File: src/rtl/msmr_pkg.sv
// shared types and constants of the minimum-spacing message regulator
package msmr_pkg;

    localparam int QUEUE_DEPTH_DEF = 8;
    localparam int ID_W            = 11;
    localparam int TICK_W          = 32;
    localparam int SPACING_W       = 16;

    // input kind on tuser
    localparam logic ACT_TICK    = 1'b0;
    localparam logic ACT_ARRIVAL = 1'b1;

    // result kind on tuser
    localparam logic RES_DELIVER = 1'b0;
    localparam logic RES_DROP    = 1'b1;

    typedef struct packed {
        logic [TICK_W-1:0] due_tick;
        logic [ID_W-1:0]   id;
    } queue_entry_t;

    typedef struct packed {
        logic shift;
        logic load;
    } cell_ctrl_t;

endpackage

File: src/rtl/min_spacing_message_regulator_top.sv
// top level of the minimum-spacing message regulator
//
// input stream: s_tuser is the item kind (tick or message arrival), s_tdata
// carries the message id; each transfer advances time by one tick or queues
// a message for delivery at max(now, last delivery + min_spacing)
// output stream: m_tuser is the result kind (delivered or dropped), m_tdata
// carries the message id and the tick count at which the result occurred
// config channel: cfg_data sets min_spacing, always ready, write only while idle
//
// the queue is a row of cells with the head in cell 0; a pop shifts every
// cell one place toward the head, a push loads the first free cell
// one input transfer per cycle unless a held result is stalled; a result, if any, is
// registered and shows on the output in the cycle after its input transfer;
// the rate rests on a combinational schedule add, due compare and cell shift
// when the receiver stalls the result is held and s_tready drops until it
// is taken; a new input is accepted in the same cycle the result is taken
// reset clears time, schedule, spacing, fill count and output valid; cell
// contents are left as they are, since an empty cell is never read
module min_spacing_message_regulator_top
#(
    parameter int QUEUE_DEPTH = msmr_pkg::QUEUE_DEPTH_DEF
)
(
    input  logic        clk,
    input  logic        rst_n,
    // input stream
    input  logic        s_tvalid,
    output logic        s_tready,
    input  logic [15:0] s_tdata,   // [10:0] msg_id, [15:11] zero
    input  logic        s_tuser,   // [0] action
    // result stream
    output logic        m_tvalid,
    input  logic        m_tready,
    output logic [47:0] m_tdata,   // [10:0] out_id, [42:11] out_time, [47:43] zero
    output logic        m_tuser,   // [0] result_kind
    // configuration
    input  logic        cfg_valid,
    output logic        cfg_ready,
    input  logic [15:0] cfg_data   // [15:0] min_spacing
);

    localparam int FILL_W = $clog2(QUEUE_DEPTH + 1);
    localparam int ID_W   = msmr_pkg::ID_W;
    localparam int TICK_W = msmr_pkg::TICK_W;
    localparam int SP_W   = msmr_pkg::SPACING_W;

    // control and time state
    logic [FILL_W-1:0] fill_reg,    fill_next;
    logic [TICK_W-1:0] now_reg,     now_next;
    logic [TICK_W-1:0] last_reg,    last_next;
    logic [SP_W-1:0]   spacing_reg, spacing_next;

    // result register
    logic              out_valid_reg, out_valid_next;
    logic              out_kind_reg,  out_kind_next;
    logic [ID_W-1:0]   out_id_reg,    out_id_next;
    logic [TICK_W-1:0] out_time_reg,  out_time_next;

    // cell row
    msmr_pkg::queue_entry_t cell_q [QUEUE_DEPTH];
    msmr_pkg::cell_ctrl_t   cell_ctrl [QUEUE_DEPTH];
    msmr_pkg::queue_entry_t new_entry;

    logic              accept;
    logic              is_arrival;
    logic              full;
    logic              empty;
    logic              push;
    logic              drop;
    logic              pop;
    logic              due;
    logic              bypass;
    logic [ID_W-1:0]   in_id;
    logic [TICK_W-1:0] now_step;
    logic [TICK_W-1:0] sched_sum;
    logic [TICK_W-1:0] sched_diff;
    logic [TICK_W-1:0] sched_t;
    logic              sched_late;
    logic [TICK_W-1:0] head_diff;
    logic [FILL_W-1:0] wr_idx;

    assign s_tready  = !out_valid_reg || m_tready;
    assign cfg_ready = 1'b1;
    assign accept    = s_tvalid && s_tready;

    assign is_arrival = (s_tuser == msmr_pkg::ACT_ARRIVAL);
    assign in_id      = s_tdata[ID_W-1:0];
    assign full       = (fill_reg == FILL_W'(QUEUE_DEPTH));
    assign empty      = (fill_reg == '0);

    // time after this item: a tick advances it first
    assign now_step = is_arrival ? now_reg : now_reg + TICK_W'(1);

    // delivery time of an arrival: max(now, last + spacing) in wrapped time
    assign sched_sum  = last_reg + TICK_W'(spacing_reg);
    assign sched_diff = sched_sum - now_reg;
    assign sched_late = !sched_diff[TICK_W-1];
    assign sched_t    = sched_late ? sched_sum : now_reg;

    assign push = accept && is_arrival && !full;
    assign drop = accept && is_arrival && full;

    // head due check: on an empty queue the new entry is due when its time is now
    assign head_diff = now_step - cell_q[0].due_tick;
    always_comb
    begin
        if (empty)
        begin
            due = push && (!sched_late || (sched_sum == now_reg));
        end
        else
        begin
            due = !head_diff[TICK_W-1];
        end
    end

    assign pop    = accept && !drop && due;
    // an arrival into an empty queue that is due at once skips the cells
    assign bypass = empty && pop;

    assign new_entry.id       = in_id;
    assign new_entry.due_tick = sched_t;

    // first free cell, one place lower when the row shifts in the same cycle
    assign wr_idx = pop ? fill_reg - FILL_W'(1) : fill_reg;

    for (genvar i = 0; i < QUEUE_DEPTH; i++)
    begin : g_cell
        msmr_pkg::queue_entry_t nb;

        assign cell_ctrl[i].shift = pop;
        assign cell_ctrl[i].load  = push && !bypass && (wr_idx == FILL_W'(i));

        if (i == QUEUE_DEPTH - 1)
        begin : g_tail
            assign nb = cell_q[i];
        end
        else
        begin : g_body
            assign nb = cell_q[i+1];
        end

        msmr_cell u_cell
        (
            .clk       (clk),
            .ctrl      (cell_ctrl[i]),
            .new_entry (new_entry),
            .neighbor  (nb),
            .entry     (cell_q[i])
        );
    end

    always_comb
    begin
        fill_next      = fill_reg;
        now_next       = now_reg;
        last_next      = last_reg;
        spacing_next   = spacing_reg;
        out_valid_next = out_valid_reg;
        out_kind_next  = out_kind_reg;
        out_id_next    = out_id_reg;
        out_time_next  = out_time_reg;

        if (cfg_valid && cfg_ready)
        begin
            spacing_next = cfg_data;
        end

        if (accept)
        begin
            now_next = now_step;
        end

        if (push)
        begin
            last_next = sched_t;
        end

        unique case ({push, pop})
            2'b10:   fill_next = fill_reg + FILL_W'(1);
            2'b01:   fill_next = fill_reg - FILL_W'(1);
            default: fill_next = fill_reg;
        endcase

        if (m_tready)
        begin
            out_valid_next = 1'b0;
        end

        if (drop || pop)
        begin
            out_valid_next = 1'b1;
            out_kind_next  = drop ? msmr_pkg::RES_DROP : msmr_pkg::RES_DELIVER;
            out_id_next    = (drop || empty) ? in_id : cell_q[0].id;
            out_time_next  = now_step;
        end
    end

    always_ff @(posedge clk or negedge rst_n)
    begin
        if (!rst_n)
        begin
            fill_reg      <= '0;
            now_reg       <= '0;
            last_reg      <= '0;
            spacing_reg   <= '0;
            out_valid_reg <= 1'b0;
        end
        else
        begin
            fill_reg      <= fill_next;
            now_reg       <= now_next;
            last_reg      <= last_next;
            spacing_reg   <= spacing_next;
            out_valid_reg <= out_valid_next;
        end
    end

    always_ff @(posedge clk)
    begin
        out_kind_reg <= out_kind_next;
        out_id_reg   <= out_id_next;
        out_time_reg <= out_time_next;
    end

    assign m_tvalid = out_valid_reg;
    assign m_tuser  = out_kind_reg;
    assign m_tdata  = {5'b0, out_time_reg, out_id_reg};

endmodule

File: src/rtl/msmr_cell.sv
// one queue cell: holds an entry, loads a new one or takes its neighbor's on a pop
module msmr_cell
(
    input  logic                  clk,
    input  msmr_pkg::cell_ctrl_t  ctrl,
    input  msmr_pkg::queue_entry_t new_entry,
    input  msmr_pkg::queue_entry_t neighbor,
    output msmr_pkg::queue_entry_t entry
);

    msmr_pkg::queue_entry_t entry_reg;
    msmr_pkg::queue_entry_t entry_next;

    always_comb
    begin
        entry_next = entry_reg;
        priority if (ctrl.load)
        begin
            entry_next = new_entry;
        end
        else if (ctrl.shift)
        begin
            entry_next = neighbor;
        end
    end

    always_ff @(posedge clk)
    begin
        entry_reg <= entry_next;
    end

    assign entry = entry_reg;

endmodule

File: config.mk
export PLATFORM = sky130hd
export DESIGN_NAME = min_spacing_message_regulator_top
export DESIGN_NICKNAME = d
export VERILOG_FILES = /design/src/rtl/msmr_pkg.sv /design/src/rtl/min_spacing_message_regulator_top.sv /design/src/rtl/msmr_cell.sv
export SDC_FILE = /design/constraint.sdc
export NUM_CORES = 1
export LEC_CHECK = 0
export ABC_AREA = 1
export BUFFER_PORTS_ARGS = -buffer_cell sky130_fd_sc_hd__buf_2
export CORE_AREA = 5 5 202 204
export DETAILED_ROUTE_END_ITERATION = 8
export DIE_AREA = 0 0 207 209
export GPL_ROUTABILITY_DRIVEN = 0
export PLACE_DENSITY = 0.79
export SYNTH_ARGS = -nofsm -noshare
export SYNTH_HDL_FRONTEND = slang
export SYNTH_SLANG_ARGS = --single-unit
File: constraint.sdc
create_clock -name clk -period 7.82 [get_ports clk]
set_clock_uncertainty 0.15 [all_clocks]
set_input_delay 1.955 -clock clk [delete_from_list [all_inputs] [get_ports clk]]
set_output_delay 1.955 -clock clk [all_outputs]
set_load 0.005 [all_outputs]
==> results of run 1 <==
## through the flow
stage	setup WS, ns	hold WS (ns)	utilization, %	power, µW
finish	0.8241	0.3372	66.56	12910
global route	0.2806	0.3621	66.56	13700
CTS	1.012	0.3399	66.55	12890
detailed placement	0.4401	0.3231	62.55	10540
global placement	0.6148	0.3208	62.55	10240
floorplan	1.169	0.3055	-	8690
## per-layer routing
| metal | track usage, % | part of all wire (%) |
|---|---|---|
| met5 | 0 | 0 |
| met4 | 8.869 | 3.2 |
| met3 | 4.549 | 8.8 |
| met2 | 43.27 | 48 |
| met1 | 34.93 | 40 |
## logic make-up (layout without fill, tap and decap cells)
group / after synthesis / in the layout / synth area share (%)
other: 2 / 7 / 0.03167
DFF: 473 / 473 / 58.10
xor gates and xnor gates: 56 / 56 / 2.068
muxes: 27 / 27 / 1.282
buffers and inverters: 287 / 365 / 5.661
AOI/OAI and AO/OA: 155 / 155 / 3.830
adders and majority gates: 82 / 82 / 4.358
and+or+nand+nor: 1390 / 1390 / 24.67
## worst reg2reg max path: cells and delay by family (launching register included)
kind / cells / cell delay, ns
simple gates: 23 / 3.00
compound gates: 4 / 0.99
buf+inv: 3 / 0.70
xor+xnor: 1 / 0.26
flops: 1 / 0.40
fa+ha+maj: 3 / 0.97
## worst max-delay path by stage
stage                       start                    endpoint  slack, ns  cells after the start
after floorplan           s_tuser   g_cell[3].u_cell.entry[0]       1.17                     30
after global placement    s_tuser  g_cell[1].u_cell.entry[34]       0.61                     29
after detailed placement  s_tuser  g_cell[1].u_cell.entry[35]       0.44                     29
after CTS                 s_tuser  g_cell[2].u_cell.entry[26]       1.01                     29
after global routing      s_tuser  g_cell[1].u_cell.entry[35]       0.28                     29
final                     s_tuser  g_cell[2].u_cell.entry[26]       0.82                     29
## power groups by stage
stage / logic (µW) / registers (µW) / clock network (µW)
2_1_floorplan: 4050 / 4640 / 0
3_3_place_gp: 5580 / 4660 / 0
3_5_place_dp: 5850 / 4690 / 0
4_1_cts: 5890 / 4650 / 2340
5_1_grt: 6520 / 4740 / 2440
6_report: 5950 / 4650 / 2300
## Yosys cell counts (all sizes together), types with 3 or more instances
master / number
ha: 81
nand4: 15
xnor2: 8
and2: 3
a21o: 3
nand3: 338
a21oi: 48
o21a: 3
nor2: 60
nor3: 15
o21ai: 90
buf: 104
nor4: 9
xor2: 48
nand2: 944
nand3b: 3
dfrtp: 85
inv: 156
edfxtp: 388
mux2: 27
clkbuf: 27
## cell type report
| type | instances | share of cell area [%] |
|---|---|---|
| clock inverters | 26 | 1.039 |
| multi-input cells | 1716 | 33.18 |
| inverters | 156 | 2.260 |
| flip-flops and latches | 473 | 52.95 |
| diodes | 1 | 0.009618 |
| repair buffers | 122 | 3.068 |
| clock buffers | 61 | 4.968 |
| well taps | 525 | 2.525 |
==> summary.md, run 1 <==
| Metric | Value |
|---|---|
| Status | completed |
| Required @ worst endpoint | 8.11 ns |
| Slew Limit Fails | 0 |
| Final Hold Fails | 0 |
| Layout cell share with drive strength beyond 1 | 11.04% |
| Post-synth EDFFs | 388 |
| Syn Area/Cell | 9.593 µm² |
| IO buf count | 78 |
| P_sw | 5805 µW |
| Clk sink count | 473 |
| DRC viols | 0 |
| Crit start category | primary input |
| Sequential element share of the synthesized area | 58.10% |
| WL/cell | 18.47 µm |
| Slowest cell delay on critical path | 0.59 ns |
| TritonRoute pass-1 iters | 5 |
| Max_slew headroom | 23.22% |
| RSZ-0062 raised after global routing | false |
| Most used DFF post-synth | edfxtp_1 |
| Initial antenna violation count | 1 |
| Hpwl dp | 38,570 µm |
| Placed cells | 2,992 |
| Finished Layout Cells | 3,080 |
| Root buffer cell | clkbuf_16 |
| CTS Buf Count | 49 |
| DRT Wirelength | 56,900 µm |
| YS warnings | 0 |
| Most used cell, CP | nand2_1 |
| Post-route ant nets | 0 |
| Internal power | 7104 µW |
| MaxCap Viol Count | 0 |
| Remaining global-route overflow | 0 |
| Most frequent cells in the layout | nand2_1, edfxtp_1, nand3_1 |
| Post-CTS Hold Buffers | 0 |
| CP max-delay cell | buf_4 |
| Total track usage | 25.98% |
| Synthesized netlist cell count | 2,472 |
| Leakage | 0.01146 µW |
| Setup TNS | 0 ns |
| Register Area | 13,780 µm² |
| Via-to-Cell Ratio | 5.844 |
| Die Area | 43,260 µm² |
| Vias in the first global route | 18,169 |
| CP endpoint kind | register |
| Largest net degree at the start of global routing | 103 |
| Clock tree buffer depth | 3 |
| Reg2reg end | g_cell[2].u_cell.entry[26] |
| Clock transition at path regs | 0.06 ns |
| Pwr/cell area | 496.1 nW/µm² |
| Starting Density | 60.66% |
| Max reg flops | 344 |
| Post-layout min period | 6.996 ns |
| Die Wd | 207 µm |
| First-pass GRT wire length | 92,540 µm |
| Commonest non-fill, non-tap cell in the layout | nand2_1 |
| Hold Path Class | register to register |
| Hold path start | last_reg[10] |
| # Post-CTS Setup Buffers | 0 |
| Filler cells | 2,978 |
| Final worst path period share | 89.46% |
| Worst-Skew Late Latency | 0.59 ns |
| Netlist Area Pre-Place | 23,710 µm² |
| Synth async-reset ratio | 17.97% |
| Number of DRC markers in iteration 0 | 2,079 |
| Multi-input logic area | 8632 µm² |
| Sw Share | 44.97% |
| Row count | 73 |
| Worst r2r path cells | 34 |
| Worst-Margin Slew | 1.152 ns |
| Setup violations, final | 0 |
| Worst Hold Path EP | last_reg[10] |
| Yosys reg bits | 473 |
| DP Area | 24,450 µm² |
| Worst EP arrival | 7.28 ns |
| Post-CTS sizing | 0 |
| R2r startpoint | last_reg[0] |
| Synth unique cells | 45 |
| Via count | 17,999 |
| CP Max Fanout | 62 |
| Total Nets Final | 2,638 |
| Worst vdd ir | 403.1 µV |
| Synth area leader | edfxtp_1 |
| Buf+Inv Stages, Crit Path | 5 |
| Fmax | 142.9 MHz |
| CTS tree | yes |
| CORE AREA | 39,090 µm² |
| Top Ports | 90 |
| Part of the power in registers | 36.0% |
| CP delay by family, top | simple AND/OR/NAND/NOR gates |
| Comb power frac | 46.1% |
| Worst setup path class | primary input to register |
| Synth-to-Final Area Change | 9.719% |
| Final instance area | 26,020 µm² |
| Clock power frac | 17.8% |
| Total number of H-tree levels | 2 |
| R2R setup slack | 1.21 ns |
| Die Y-Extent | 209 µm |
| Area share of the leading cell type in the synthesized netlist | 49.13% |
| Largest cells by area after synthesis | edfxtp_1, nand2_1, dfrtp_1 |
| WHS Path Cells | 2 |
Note: power is estimated with default switching activity, not from simulation.
==> inputs of run 2 (changes only) <==
HOLD_SLACK_MARGIN = 0.12   (was default)
REMOVE_ABC_BUFFERS = 1   (was default)
==> run 2 against run 1 <==
Effect of this change:
- via count fell by 3.2%
- final area shrank 0.66%
- sequential share of layout area grew 0.35 points
- clock power down 7%
- maximum frequency grew 1.0%
- worst hold slack improved by 0.0035 ns
- core utilization is 0.44 points lower
- register-to-register slack better by 0.17 ns
- largest cell class unchanged
- highest routed layer unchanged
==> summary.md, run 2 (synthesized netlist as in run 1, its figures left out) <==
| Metric | Value |
|---|---|
| WL/cell | 17.42 µm |
| Required @ worst endpoint | 8.10 ns |
| Worst EP arrival | 7.21 ns |
| P_sw | 5624 µW |
| CP endpoint kind | register |
| Worst-Skew Late Latency | 0.60 ns |
| Post-layout min period | 6.925 ns |
| Via count | 17,426 |
| Commonest non-fill, non-tap cell in the layout | nand2_1 |
| Slowest cell delay on critical path | 0.62 ns |
| CP max-delay cell | buf_4 |
| R2R setup slack | 1.38 ns |
| Finished Layout Cells | 3,068 |
| Total track usage | 24.39% |
| Worst r2r path cells | 31 |
| Slew Limit Fails | 0 |
| DP Area | 24,410 µm² |
| Most used cell, CP | nand2_1 |
| Clock transition at path regs | 0.06 ns |
| Row count | 73 |
| Placed cells | 2,984 |
| Post-CTS Hold Buffers | 0 |
| Worst setup path class | primary input to register |
| Leakage | 0.01136 µW |
| CTS Buf Count | 47 |
| Status | completed |
| Die Wd | 207 µm |
| Hold Path Class | register to register |
| DRT Wirelength | 53,440 µm |
| WHS Path Cells | 2 |
| Number of DRC markers in iteration 0 | 1,625 |
| Starting Density | 60.66% |
| Top Ports | 90 |
| Final worst path period share | 88.56% |
| Layout cell share with drive strength beyond 1 | 10.50% |
| Clock power frac | 17.0% |
| Crit start category | primary input |
| Synth-to-Final Area Change | 8.990% |
| Pwr/cell area | 486.2 nW/µm² |
| Post-route ant nets | 0 |
| Via-to-Cell Ratio | 5.680 |
| MaxCap Viol Count | 0 |
| Total Nets Final | 2,628 |
| Most frequent cells in the layout | nand2_1, edfxtp_1, nand3_1 |
| DRC viols | 0 |
| Max_slew headroom | 36.32% |
| Antenna cells | 0 |
| CP Max Fanout | 64 |
| Vias in the first global route | 17,068 |
| RSZ-0062 raised after global routing | false |
| Final instance area | 25,850 µm² |
| # Post-CTS Setup Buffers | 0 |
| Die Y-Extent | 209 µm |
| Fin util | 66.12% |
| R2r startpoint | last_reg[0] |
| Largest net degree at the start of global routing | 86 |
| Post-CTS sizing | 0 |
| Max reg flops | 344 |
| CORE AREA | 39,090 µm² |
| Setup violations, final | 0 |
| Worst Hold Path EP | g_cell[5].u_cell.entry[30] |
| Worst-Margin Slew | 0.9489 ns |
| Clock tree buffer depth | 3 |
| Clk sink count | 473 |
| Remaining global-route overflow | 0 |
| First-pass GRT wire length | 87,020 µm |
| Final Hold Fails | 0 |
| Fmax | 144.4 MHz |
| Reg2reg end | g_cell[0].u_cell.entry[30] |
| Die Area | 43,260 µm² |
| TritonRoute pass-1 iters | 8 |
| Initial antenna violation count | 0 |
| Part of the power in registers | 37.0% |
| IO buf count | 78 |
| Total number of H-tree levels | 2 |
| Comb power frac | 46.0% |
| Root buffer cell | clkbuf_16 |
| Hold path start | g_cell[6].u_cell.entry[30] |
| Internal power | 6943 µW |
| Sw Share | 44.75% |
| Worst vdd ir | 569.9 µV |
| CTS tree | yes |
| Hpwl dp | 35,830 µm |
## run 2: changes by cell type in the layout (fill, tap and decap cells not counted), sizes merged
| cell | previous run | this run |
|---|---|---|
| buf | 122 | 114 |
| clkinvlp | 1 | 0 |
| clkinv | 19 | 15 |
| bufinv | 5 | 1 |
| diode | 1 | 0 |
| clkbuf | 61 | 67 |
## run 2: how the worst max path moves through the flow
stage | depth (start not counted) | end | slack (ns) | start
3_3_place_gp | 29 | g_cell[1].u_cell.entry[15] | 0.66 | s_tuser
4_1_cts | 29 | g_cell[0].u_cell.entry[33] | 1.05 | s_tuser
2_1_floorplan | 16 | g_cell[0].u_cell.entry[0] | -2.13 | m_tready
5_1_grt | 29 | g_cell[0].u_cell.entry[12] | 0.51 | s_tuser
3_5_place_dp | 29 | g_cell[1].u_cell.entry[17] | 0.45 | s_tuser
6_report | 29 | g_cell[0].u_cell.entry[30] | 0.89 | s_tuser
## run 2: cell type report
cell class / instances / area (µm²)
Sequential cell: 473 / 13780
Fill cell: 2982 / 13250
Multi-Input combinational cell: 1716 / 8632
Clock buffer: 67 / 1303
Timing Repair Buffer: 114 / 750.7
Tap cell: 525 / 656.9
Inverter: 156 / 588.1
Clock inverter: 17 / 137.6
## run 2: through the flow
stage               hold WS, ns  setup TNS [ns]  setup WS, ns  power [µW]
CTS                      0.3405               0         1.053       12520
finish                   0.3408               0        0.8946       12570
floorplan                0.3055         -777.04        -2.134        8345
detailed placement       0.3228               0        0.4456       10350
global placement         0.3195               0        0.6642       10030
global route             0.3593               0        0.5089       13380
## run 2: worst max-delay path, delay by kind of cell
kind	cells	cell delay, ns
and+or+nand+nor	19	3.09
buffers and inverters	5	1.00
AOI/OAI and AO/OA	3	0.44
xor gates and xnor gates	1	0.36
adders and majority gates	1	0.32
## run 2: power groups by stage
stage	Sequential, µW	Combinational (µW)	Clock [µW]
finish	4650	5780	2140
global route	4740	6360	2280
CTS	4650	5700	2170
detailed placement	4690	5670	0
global placement	4640	5390	0
floorplan	4640	3710	0
## run 2: layer usage
| metal | up-vias | GRT usage (%) | share of wire [%] |
|---|---|---|---|
| met5 | - | 0 | 0 |
| met4 | 0 | 8.618 | 3.2 |
| met3 | 122 | 4.204 | 7.8 |
| met2 | 725 | 41.46 | 49 |
| met1 | 8236 | 31.98 | 40 |
| li1 | 8343 | - | - |
==> inputs of run 3 (changes only) <==
PLACE_DENSITY = 0.8   (was 0.79)
SYNTH_HIERARCHICAL = 1   (was default)
==> run 3 against run 2 <==
Effect of this change:
- non-clock buffer count down 21
- core utilization up 0.52 points
- worst setup slack better by 0.43 ns
- synthesized cell count up 5.0%
- sequential cell count unchanged
- register-to-register slack worse by 0.05 ns
- routed wire length down 6.8%
- critical path depth up 6
- final cell count up 4.6%
- via count down 0.73%
- maximum frequency up 6.7%
==> summary.md, run 3 <==
| Metric | Value |
|---|---|
| Total power draw | 11,360 µW |
| Area share of the leading cell type in the synthesized netlist | 48.21% |
| Vias in the first global route | 16,941 |
| Hpwl dp | 35,910 µm |
| Count leader, synth | nand2_1 |
| Die Y-Extent | 209 µm |
| Most used cell, CP | nand2_1 |
| RSZ-0062 raised after global routing | false |
| Max reg flops | 344 |
| Remaining global-route overflow | 0 |
| Largest net degree at the start of global routing | 55 |
| Synth unique cells | 49 |
| Reg2reg end | g_cell[1].u_cell/entry[38] |
| CTS tree | yes |
| CP endpoint kind | register |
| Final Hold Fails | 0 |
| Starting Density | 61.82% |
| Pwr/cell area | 436.0 nW/µm² |
| Final instance area | 26,050 µm² |
| Slew Limit Fails | 0 |
| Register Area | 13,780 µm² |
| CP max-delay cell | a21boi_0 |
| Worst r2r path cells | 35 |
| Clock transition at path regs | 0.06 ns |
| Via-to-Cell Ratio | 5.392 |
| R2r startpoint | spacing_reg[0] |
| Netlist Area Pre-Place | 24,170 µm² |
| R2R setup slack | 1.33 ns |
| CP delay by family, top | simple AND/OR/NAND/NOR gates |
| Buf+Inv Stages, Crit Path | 7 |
| Multi-input logic area | 8902 µm² |
| IO buf count | 78 |
| Syn Area/Cell | 9.310 µm² |
| Root buffer cell | clkbuf_16 |
| Post-CTS sizing | 0 |
| CTS Buf Count | 48 |
| Status | completed |
| Post-route ant nets | 0 |
| Clk sink count | 473 |
| CORE AREA | 39,090 µm² |
| DRT Wirelength | 49,810 µm |
| Yosys reg bits | 473 |
| Worst vdd ir | 309.3 µV |
| Commonest non-fill, non-tap cell in the layout | nand2_1 |
| Total track usage | 22.91% |
| Sequential element share of the synthesized area | 57.01% |
| Fmax | 154.1 MHz |
| Slowest cell delay on critical path | 1.05 ns |
| YS warnings | 6 |
| Worst EP arrival | 6.79 ns |
| MaxCap Viol Count | 0 |
| Most frequent cells after synthesis | nand2_1, edfxtp_1, inv_1, dfrtp_1, ha_1 |
| Synthesized netlist cell count | 2,596 |
| Number of DRC markers in iteration 0 | 1,412 |
| Top Ports | 90 |
| Clock tree buffer depth | 3 |
| Total Nets Final | 2,764 |
| Initial antenna violation count | 0 |
| Required @ worst endpoint | 8.11 ns |
| Hold path start | last_reg[3] |
| Max_slew headroom | 9.339% |
| DRC viols | 0 |
| WHS Path Cells | 2 |
| Largest cells by area after synthesis | edfxtp_1, nand2_1, dfrtp_1 |
| Post-synth EDFFs | 388 |
| Synth area leader | edfxtp_1 |
| Die Wd | 207 µm |
| Post-CTS Hold Buffers | 0 |
| Crit start category | register |
| Worst-Margin Slew | 1.348 ns |
| Filler cells | 2,835 |
| Worst-Skew Late Latency | 0.58 ns |
| DP Area | 24,540 µm² |
| Setup TNS | 0 ns |
| Synth-to-Final Area Change | 7.786% |
| Most frequent cells in the layout | nand2_1, edfxtp_1, inv_1 |
| Post-layout min period | 6.491 ns |
| Row count | 73 |
| Worst Hold Path EP | last_reg[3] |
| Synth async-reset ratio | 17.97% |
| Most used DFF post-synth | edfxtp_1 |
| Die Area | 43,260 µm² |
| Fin util | 66.64% |
| Hold Path Class | register to register |
| Setup violations, final | 0 |
| # Post-CTS Setup Buffers | 0 |
| First-pass GRT wire length | 82,740 µm |
| Via count | 17,299 |
| Worst setup path class | register to register |
| TritonRoute pass-1 iters | 7 |
| WL/cell | 15.53 µm |
| Final worst path period share | 83.00% |
| Layout cell share with drive strength beyond 1 | 10.62% |
| Antenna cells | 0 |
| CP Max Fanout | 49 |
| Total number of H-tree levels | 2 |
| Leakage | 0.01177 µW |
-- run 3: final cells by class --
class | instances | share of cell area [%]
sequential | 473 | 52.89
timing repair buffer | 93 | 1.940
multi-input combinational | 1853 | 34.17
clock buffer | 67 | 5.048
inverter | 175 | 2.695
clock inverter | 22 | 0.7301
tap | 525 | 2.522
-- run 3: where the power goes --
| group | switching, µW | internal, µW | leakage, µW |
|---|---|---|---|
| combinational | 3340 | 1190 | 0.00631 |
| sequential | 365 | 4260 | 0.00474 |
| clock | 930 | 1270 | 0.000727 |
| total | 4630 | 6730 | 0.0118 |
-- run 3: kinds of logic (layout without fill, tap and decap cells) --
group | Yosys count | count (layout) | share of synthesized area (%)
AND/OR/NAND/NOR | 1524 | 1524 | 25.19
flip-flops | 473 | 473 | 57.01
buffers and inverters | 274 | 357 | 6.425
AO/OA/AOI/OAI | 162 | 162 | 3.909
adder cells (fa/ha/maj) | 82 | 82 | 4.276
XOR/XNOR | 53 | 53 | 1.952
multiplexers | 26 | 26 | 1.211
other | 2 | 6 | 0.03107
-- run 3: worst register-to-register path: cells and delay by family, from the launching register on --
family	cells	cell delay [ns]
adders and majority gates	3	0.88
buffers and inverters	7	0.74
DFF	1	0.36
and+or+nand+nor	22	3.01
AOI/OAI and AO/OA	3	1.24
-- run 3: how the worst max path moves through the flow --
stage	from	to	slack [ns]	cells after the start
after CTS	spacing_reg[0]	g_cell[5].u_cell/entry[36]	1.42	31
after global placement	s_tuser	g_cell[5].u_cell/entry[11]	1.04	28
after detailed placement	s_tuser	g_cell[5].u_cell/entry[11]	0.92	28
after global routing	spacing_reg[0]	g_cell[5].u_cell/entry[36]	0.74	31
final	spacing_reg[0]	g_cell[1].u_cell/entry[38]	1.33	35
after floorplan	m_tready	g_cell[4].u_cell/entry[0]	-0.40	13
-- run 3: per-layer routing --
metal  part of all wire (%)  GRT usage, %
met1                     41         30.32
met4                    3.5         9.416
met2                     48         38.34
met5                      0             0
met3                    7.1         3.498
-- run 3: stage by stage --
stage | hold WS, ns | worst slack (ns) | std cells
after floorplan | 0.3055 | -0.3959 | 2501
after global placement | 0.3191 | 1.042 | 3119
after detailed placement | 0.3238 | 0.9244 | 3119
after CTS | 0.3424 | 1.425 | 3208
after global routing | 0.3684 | 0.7397 | 3208
final | 0.3407 | 1.329 | 3208
